--- src/sv/keyed_quantity_table_core_defines.svh ---
// Assertion macros for the keyed quantity table RTL.
// No dependencies; included by keyed_quantity_table_core.sv, which carries concurrent checks.
`ifndef KEYED_QUANTITY_TABLE_CORE_DEFINES_SVH
`define KEYED_QUANTITY_TABLE_CORE_DEFINES_SVH

// Same-cycle implication, disabled while reset is high.
`define KQT_ASSERT_IMP(label, clk, rst, ante, cons) \
  label: assert property (@(posedge clk) disable iff (rst) (ante) |-> (cons)) \
    else $error("keyed quantity table check failed");

// Next-cycle implication, disabled while reset is high.
`define KQT_ASSERT_NXT(label, clk, rst, ante, cons) \
  label: assert property (@(posedge clk) disable iff (rst) (ante) |=> (cons)) \
    else $error("keyed quantity table check failed");

`endif

--- src/sv/kqt_pkg.sv ---
// Shared types and constants for the keyed quantity table.
// No dependencies; imported by kqt_store, kqt_ctrl and the top level.
package kqt_pkg;

  localparam int ENTRIES  = 64;
  localparam int IDX_W    = $clog2(ENTRIES);
  localparam int KEY_W    = 16;
  localparam int QTY_W    = 32;
  localparam int CMD_W    = 3;
  localparam int STATUS_W = 2;

  typedef logic [IDX_W-1:0] idx_t;

  typedef enum logic [CMD_W-1:0] {
    CMD_ADD    = 3'd0,
    CMD_GET    = 3'd1,
    CMD_REMOVE = 3'd2,
    CMD_MODIFY = 3'd3,
    CMD_CLEAR  = 3'd4
  } cmd_e;

  typedef enum logic [STATUS_W-1:0] {
    ST_OK      = 2'd0,
    ST_MISSING = 2'd1,
    ST_FULL    = 2'd2
  } status_e;

  typedef enum logic [1:0] {
    S_IDLE,
    S_SCAN,
    S_EXEC
  } state_e;

  typedef struct packed {
    logic [KEY_W-1:0] key;
    logic [QTY_W-1:0] qty;
  } entry_t;

  // Controller to storage.
  typedef struct packed {
    idx_t   rd_addr;
    idx_t   chk_addr;
    logic   mem_we;
    logic   vld_we;
    logic   vld_val;
    logic   vld_clr_all;
    idx_t   wr_addr;
    entry_t wr_entry;
  } mem_req_t;

  // Storage to controller.
  typedef struct packed {
    entry_t rd_entry;
    logic   chk_valid;
  } mem_rsp_t;

  typedef struct packed {
    logic                found;
    logic [QTY_W-1:0]    qty;
    logic [STATUS_W-1:0] status;
  } result_t;

endpackage

--- src/sv/kqt_store.sv ---
// Entry storage: key/quantity RAM with registered read, plus valid flops.
// Depends on kqt_pkg.
module kqt_store (
  input  logic              clk,
  input  logic              rst,
  input  kqt_pkg::mem_req_t req,
  output kqt_pkg::mem_rsp_t rsp
);
  import kqt_pkg::*;

  entry_t             mem [ENTRIES];
  entry_t             rd_data;
  logic [ENTRIES-1:0] valid;

  always_ff @(posedge clk) begin
    if (req.mem_we) begin
      mem[req.wr_addr] <= req.wr_entry;
    end
    rd_data <= mem[req.rd_addr];
  end

  always_ff @(posedge clk) begin
    if (rst) begin
      valid <= '0;
    end else if (req.vld_clr_all) begin
      valid <= '0;
    end else if (req.vld_we) begin
      valid[req.wr_addr] <= req.vld_val;
    end
  end

  assign rsp.rd_entry  = rd_data;
  assign rsp.chk_valid = valid[req.chk_addr];

endmodule

--- src/sv/kqt_ctrl.sv ---
// Request sequencer: scans the table for table commands, then executes with at most one table update.
// Depends on kqt_pkg; drives kqt_store through mem_req_t.
module kqt_ctrl (
  input  logic                         clk,
  input  logic                         rst,
  input  logic                         in_valid,
  output logic                         in_ready,
  input  logic [kqt_pkg::CMD_W-1:0]    cmd,
  input  logic [kqt_pkg::KEY_W-1:0]    key,
  input  logic [kqt_pkg::QTY_W-1:0]    quantity_in,
  input  logic                         out_free,
  output logic                         res_load,
  output kqt_pkg::result_t             res,
  output kqt_pkg::mem_req_t            req,
  input  kqt_pkg::mem_rsp_t            rsp
);
  import kqt_pkg::*;

  localparam idx_t LAST = IDX_W'(ENTRIES - 1);

  state_e           state, state_next;
  logic [CMD_W-1:0] cmd_q;
  logic [KEY_W-1:0] key_q;
  logic [QTY_W-1:0] qin_q;
  idx_t             cnt;
  logic             hit;
  idx_t             hit_idx;
  logic [QTY_W-1:0] hit_qty;
  logic             free_seen;
  idx_t             free_idx;

  logic             needs_scan;
  logic             match;
  logic             last;
  logic [QTY_W:0]   sum;
  logic [QTY_W-1:0] sat;

  always_comb begin
    unique case (cmd) inside
      CMD_ADD, CMD_GET, CMD_REMOVE, CMD_MODIFY: needs_scan = 1'b1;
      default:                                  needs_scan = 1'b0;
    endcase
  end

  assign match = rsp.chk_valid && (rsp.rd_entry.key == key_q);
  assign last  = (cnt == LAST);
  assign sum   = {1'b0, hit_qty} + {1'b0, qin_q};
  assign sat   = sum[QTY_W] ? '1 : sum[QTY_W-1:0];

  // next state
  always_comb begin
    state_next = state;
    unique case (state)
      S_IDLE: begin
        if (in_valid) begin
          state_next = needs_scan ? S_SCAN : S_EXEC;
        end
      end
      S_SCAN: begin
        if (match || last) begin
          state_next = S_EXEC;
        end
      end
      S_EXEC: begin
        if (out_free) begin
          state_next = S_IDLE;
        end
      end
      default: state_next = S_IDLE;
    endcase
  end

  // outputs
  always_comb begin
    in_ready         = 1'b0;
    res_load         = 1'b0;
    res.found        = 1'b0;
    res.qty          = '0;
    res.status       = ST_OK;
    req.rd_addr      = '0;
    req.chk_addr     = cnt;
    req.mem_we       = 1'b0;
    req.vld_we       = 1'b0;
    req.vld_val      = 1'b0;
    req.vld_clr_all  = 1'b0;
    req.wr_addr      = hit_idx;
    req.wr_entry.key = key_q;
    req.wr_entry.qty = qin_q;
    unique case (state)
      S_IDLE: begin
        in_ready    = 1'b1;
        req.rd_addr = '0;
      end
      S_SCAN: begin
        // prefetch the next entry while checking the current one
        req.rd_addr = last ? '0 : cnt + 1'b1;
      end
      S_EXEC: begin
        res_load = out_free;
        unique case (cmd_q) inside
          CMD_ADD: begin
            if (hit) begin
              res.found        = 1'b1;
              res.qty          = sat;
              req.wr_entry.qty = sat;
              req.mem_we       = out_free;
            end else if (free_seen) begin
              res.qty     = qin_q;
              req.wr_addr = free_idx;
              req.mem_we  = out_free;
              req.vld_we  = out_free;
              req.vld_val = 1'b1;
            end else begin
              res.status = ST_FULL;
            end
          end
          CMD_GET: begin
            if (hit) begin
              res.found = 1'b1;
              res.qty   = hit_qty;
            end else begin
              res.status = ST_MISSING;
            end
          end
          CMD_REMOVE: begin
            if (hit) begin
              res.found   = 1'b1;
              req.vld_we  = out_free;
              req.vld_val = 1'b0;
            end else begin
              res.status = ST_MISSING;
            end
          end
          CMD_MODIFY: begin
            if (hit) begin
              res.found  = 1'b1;
              res.qty    = qin_q;
              req.mem_we = out_free;
            end else begin
              res.status = ST_MISSING;
            end
          end
          CMD_CLEAR: begin
            req.vld_clr_all = out_free;
          end
          default: begin
          end
        endcase
      end
      default: begin
      end
    endcase
  end

  always_ff @(posedge clk) begin
    if (rst) begin
      state <= S_IDLE;
    end else begin
      state <= state_next;
    end
  end

  always_ff @(posedge clk) begin
    if (rst) begin
      hit       <= 1'b0;
      free_seen <= 1'b0;
      cnt       <= '0;
    end else if (state == S_IDLE && in_valid) begin
      hit       <= 1'b0;
      free_seen <= 1'b0;
      cnt       <= '0;
    end else if (state == S_SCAN) begin
      if (match) begin
        hit <= 1'b1;
      end
      if (!rsp.chk_valid && !free_seen) begin
        free_seen <= 1'b1;
      end
      cnt <= cnt + 1'b1;
    end
  end

  // payload captures, no reset
  always_ff @(posedge clk) begin
    if (state == S_IDLE && in_valid) begin
      cmd_q <= cmd;
      key_q <= key;
      qin_q <= quantity_in;
    end
    if (state == S_SCAN) begin
      if (match) begin
        hit_idx <= cnt;
        hit_qty <= rsp.rd_entry.qty;
      end
      if (!rsp.chk_valid && !free_seen) begin
        free_idx <= cnt;
      end
    end
  end

endmodule

--- src/sv/keyed_quantity_table_core.sv ---
// Keyed quantity table: up to ENTRIES unique 16-bit keys with Q16.16 quantities.
// Clear and unused commands go from idle straight to execute; table commands first scan
//   the slots in order until the matching slot or the last one (one slot per cycle).
// One request in flight: a new request is accepted only after the last result is loaded.
// Reset (synchronous, active high) empties the table at once; no clearing pass.
// Depends on kqt_pkg, kqt_store, kqt_ctrl and keyed_quantity_table_core_defines.svh.
`include "keyed_quantity_table_core_defines.svh"

module keyed_quantity_table_core (
  input  logic                            clk,
  input  logic                            rst,
  input  logic                            in_valid,
  output logic                            in_ready,
  input  logic [kqt_pkg::CMD_W-1:0]       cmd,
  input  logic [kqt_pkg::KEY_W-1:0]       key,
  input  logic [kqt_pkg::QTY_W-1:0]       quantity_in,
  output logic                            out_valid,
  input  logic                            out_ready,
  output logic                            found,
  output logic [kqt_pkg::QTY_W-1:0]       quantity_out,
  output logic [kqt_pkg::STATUS_W-1:0]    status
);
  import kqt_pkg::*;

  mem_req_t req;
  mem_rsp_t rsp;
  result_t  res;
  logic     res_load;
  logic     out_free;

  // Output register decouples the result from the next request: the
  // sequencer may accept and scan a new request while this one waits.
  assign out_free = !out_valid || out_ready;

  kqt_ctrl u_ctrl (
    .clk         (clk),
    .rst         (rst),
    .in_valid    (in_valid),
    .in_ready    (in_ready),
    .cmd         (cmd),
    .key         (key),
    .quantity_in (quantity_in),
    .out_free    (out_free),
    .res_load    (res_load),
    .res         (res),
    .req         (req),
    .rsp         (rsp)
  );

  // Key/quantity RAM (registered read) and per-slot valid flops.
  kqt_store u_store (
    .clk (clk),
    .rst (rst),
    .req (req),
    .rsp (rsp)
  );

  always_ff @(posedge clk) begin
    if (rst) begin
      out_valid <= 1'b0;
    end else if (res_load) begin
      out_valid <= 1'b1;
    end else if (out_ready) begin
      out_valid <= 1'b0;
    end
  end

  always_ff @(posedge clk) begin
    if (res_load) begin
      found        <= res.found;
      quantity_out <= res.qty;
      status       <= res.status;
    end
  end

  // A request keeps the sequencer busy in the cycle after acceptance.
  `KQT_ASSERT_NXT(a_busy_after_req, clk, rst, in_valid && in_ready, !in_ready)
  // The sequencer only hands over a result when the output register is free.
  `KQT_ASSERT_IMP(a_load_when_free, clk, rst, res_load, !out_valid || out_ready)
  // A found key never reports an error status.
  `KQT_ASSERT_IMP(a_found_ok, clk, rst, out_valid && found, status == ST_OK)

endmodule
--- config.mk ---
export PLATFORM = sky130hd
export DESIGN_NAME = keyed_quantity_table_core
export DESIGN_NICKNAME = d
export VERILOG_FILES = /design/src/sv/kqt_pkg.sv /design/src/sv/kqt_store.sv /design/src/sv/kqt_ctrl.sv /design/src/sv/keyed_quantity_table_core.sv
export VERILOG_INCLUDE_DIRS = /design/src /design/src/sv
export SDC_FILE = /design/constraint.sdc
export NUM_CORES = 2
export LEC_CHECK = 0
export ABC_AREA = 0
export BUFFER_PORTS_ARGS = -buffer_cell sky130_fd_sc_hd__buf_2
export CORE_ASPECT_RATIO = 1.1
export CORE_UTILIZATION = 45
export CTS_BUF_LIST = sky130_fd_sc_hd__clkbuf_4 sky130_fd_sc_hd__clkbuf_8
export CTS_CLUSTER_DIAMETER = 80
export CTS_CLUSTER_SIZE = 16
export DETAILED_ROUTE_END_ITERATION = 8
export RECOVER_POWER = 50
export SLEW_MARGIN = 10
export SYNTH_ARGS = -nofsm -noshare
export SYNTH_HDL_FRONTEND = slang
export SYNTH_HIERARCHICAL = 1
export SYNTH_SLANG_ARGS = --single-unit
--- constraint.sdc ---
create_clock -name clk -period 11.65 [get_ports clk]
set_input_delay 2.33 -clock clk [delete_from_list [all_inputs] [get_ports clk]]
set_output_delay 2.33 -clock clk [all_outputs]
set_load 0.02 [all_outputs]
==> flow_summary.ini <==
[global_route]
top_usage_layer = met2
use_met3_pct = 3.74
grt_pass1_vias = 63441
grtUsageMet1_pct = 33.7
antenna_found_initial = 23
gr-usage-all-layers_pct = 23.8
grt_overflow_total = 0
grt_pass1_wl_mm = 486
grt_use_met2_pct = 38.7
grt_max_degree = 120

[cells_and_area]
drive_above_1_share_pct = 23.1
nFillCells = 22765
syn2layout_area_growth_pct = 7.38
layout.nets = 6473
fin_util_pct = 48.7

[floorplanning]
fp.coreArea_sq_um = 284000
die_y_um = 563
dieArea_sq_um = 288000
fp.dieW_um = 512
pin_count = 92
fp-row-count = 205
start_util_pct = 45.3

[clock_network]
clk_path_buf_depth = 4
post_cts_resized = 0
ctsHtreeMaxLevel = 4
cts_setup_buffers = 0
clock-sinks = 3325
tritoncts = done
numCtsBuffers = 237
hold_buffers = 0
path_clk_slew_ps = 110
clk_latency_ps = 1100
cts-root-buf = clkbuf_8

[timing]
relSlewSlack_pct = -179
worst_pin_slew_ps = 4190
final.min_clock_period_ps = 8660
finalClockSkew_ps = 91.3
setup_tns_ps = 0
maxSlewViolCount = 3441
hold_ws_ps = 421
finalCritPeriodShare_pct = 74.3
setup_viol = 0
rsz0062_at_grt = no
final.setup.worst_slack_ps = 2990
hold_violations = 0
clock.fmax_mhz = 115

[critical_path]
start_kind = register
crit_fanout = 91
worst_ep_required_time_ps = 12590
cp-end-kind = register
timing.rr.end = u_store/rsp[8]
r2r_slack_ps = 2990
rr_startpoint = u_ctrl/cnt[1]
setup.worst_path.class = register to register
rr_worst_depth = 12
worstPathArrival_ps = 9600

[synthesis]
ys_async_sr_fraction_pct = 0
yosysWarnings = 6
synth_top_area_share_pct = 74.7
ys_seq_elements = 3325
yosys-top-cells-area = edfxtp_1, mux4_2, dfxtp_1
netlist_top_cells_count = edfxtp_1, mux4_2, nor2_1, o22ai_1, mux2i_1
synthFlopType = edfxtp_1
yosysMostFrequentCell = edfxtp_1
synth_compound_area_share_pct = 4.07
synth-simple-area-share_pct = 2.38
synth_area_leader_cell = edfxtp_1
syn_nets = 6294
ys_types = 81
synth_adder_area_share_pct = 0.336
muxShareOfSynthArea_pct = 14.6
netlist_area_sq_um = 129000
yosysSeqAreaShare_pct = 76.6
synth_area_per_cell_sq_um = 20.7
yosys.area_share.xor_xnor_pct = 0.333
synth_top_family_by_area = multiplexers
synthCells = 6205
synth_edf_count = 3202

[place]
io_buffer_count = 91
dp_hpwl_mm = 198
gp_congestion = 0.861
dp_slack_ps = 4970

[detailed_routing]
postRouteAntennaNets = 0
wl_mm = 346
post_drt_wl_per_cell_um = 33.7
routed-via-count = 64271
drt_pass1_iterations = 5
viasPerCell = 6.26
drt_first_iter_violations = 7916
drc = 0

[run_status]
violations = capacitance limit, slew limit
status = complete, but fails checks

[hold_path]
worstHoldStart = u_store/rsp[3]
holdPathEnd = u_ctrl/hit_qty[2]
whs_path_depth = 0
hp-class = register to register

[power_and_ir_drop]
p_leak_nw = 40.7
powerDensity_nw_per_um2 = 146
max-vdd-ir-drop_mv = 0.109

[job]
maxCapViolCount = 59
[routing by layer]
metal | wire (um) | part of all wire [%]
met1 | 140000 | 41
met2 | 167000 | 48
met3 | 29600 | 8.5
met4 | 9260 | 2.7
met5 | 40 | 0.012
[flip-flops by register name, indices dropped and copies added (netlist names)]
register / count
u_store/mem: 3072
u_store/rsp: 48
found: 1
u_ctrl/cnt: 6
u_ctrl/hit: 1
u_ctrl/key_q: 16
quantity_out: 32
u_ctrl/qin_q: 32
u_ctrl/hit_qty: 32
u_ctrl/free_seen: 1
u_ctrl/state: 2
u_ctrl/cmd_q: 3
u_ctrl/free_idx: 6
u_store/valid: 64
status: 2
u_ctrl/hit_idx: 6
out_valid: 1
[power breakdown]
| part | total [mW] | switching, mW | leakage (nW) | internal [mW] |
|---|---|---|---|---|
| registers | 13.3 | 0.0391 | 29.8 | 13.2 |
| clock network | 6.03 | 3.68 | 2.40 | 2.35 |
| logic | 0.931 | 0.631 | 8.49 | 0.300 |
| total | 20.2 | 4.35 | 40.7 | 15.9 |
[cells by family after synthesis]
| group | Yosys count |
|---|---|
| DFF | 3325 |
| muxes | 991 |
| AOI/OAI and AO/OA | 787 |
| and+or+nand+nor | 648 |
| buffers and inverters | 371 |
| xor gates and xnor gates | 49 |
| adders and majority gates | 34 |
[worst max-delay path by stage]
stage                               end             from
finish                   u_store/rsp[8]    u_ctrl/cnt[1]
global route            u_store/rsp[24]    u_ctrl/cnt[1]
CTS                 u_store/mem[60][43]  u_ctrl/state[0]
detailed placement  u_store/mem[48][11]        out_ready
global placement     u_store/mem[8][19]        out_ready
floorplan            u_store/mem[10][0]        out_ready
[layout by cell type (no fill, tap or decap), types with 15 or more instances in the layout]
cell type  netlist  routed
o21bai_1        21      21
a211oi_1        17      18
buf_2          103      45
nor4_1          47      34
xnor2_1         38      38
o221ai_1        39      39
inv_1           17      16
nor3_1          48      49
clkbuf_4         1     137
a22oi_1         48      48
nor2_4           0      63
buf_4           81     135
a221oi_1        16      16
a21o_1          34      28
clkbuf_8         0     239
o22a_1          22      22
mux2i_1        199     199
o211ai_1        15      15
mux2_2          87      86
a21oi_1        138     146
mux4_2         705     705
dfxtp_1        123     123
nand2_1        150     141
o21ai_0        128     126
ha_1            33      33
nand3_1         64      64
o22ai_1        217     217
clkbuf_1       124     103
edfxtp_1      3202    3202
nand2b_1        29      26
nor2_1         220     155
[cell type report]
cell class              instances  area, sq um  share of cell area [%]
flip-flops and latches       3325        98600                    71.3
multi-input cells            2509        28600                    20.7
well taps                    3726         4660                    3.37
clock buffers                 376         4320                    3.12
repair buffers                294         1850                    1.33
clock inverters                14          121                  0.0878
inverters                      17         63.8                  0.0462
diodes                          9         22.5                  0.0163
[stage by stage]
stage / area (sq um) / instances / total power [mW]
2_1_floorplan: 129000 / 6205 / 14.1
3_3_place_gp: 134000 / 9871 / 14.4
3_5_place_dp: 134000 / 9871 / 14.5
4_1_cts: 139000 / 10261 / 20.3
5_1_grt: 138000 / 10262 / 20.8
6_report: 138000 / 10270 / 20.2
[critical path, cell delays in order (launching register included)]
cell	delay, ps
dfxtp_1	320
clkbuf_1	1020
ha_1	410
xnor2_1	100
nor2_1	1300
buf_12	510
clkbuf_1	2230
nand2_2	130
clkbuf_1	880
a211oi_1	520
nor3_1	100
nor3_1	540
nor4b_1	140
No activity file was read; power rests on OpenSTA's default activity.
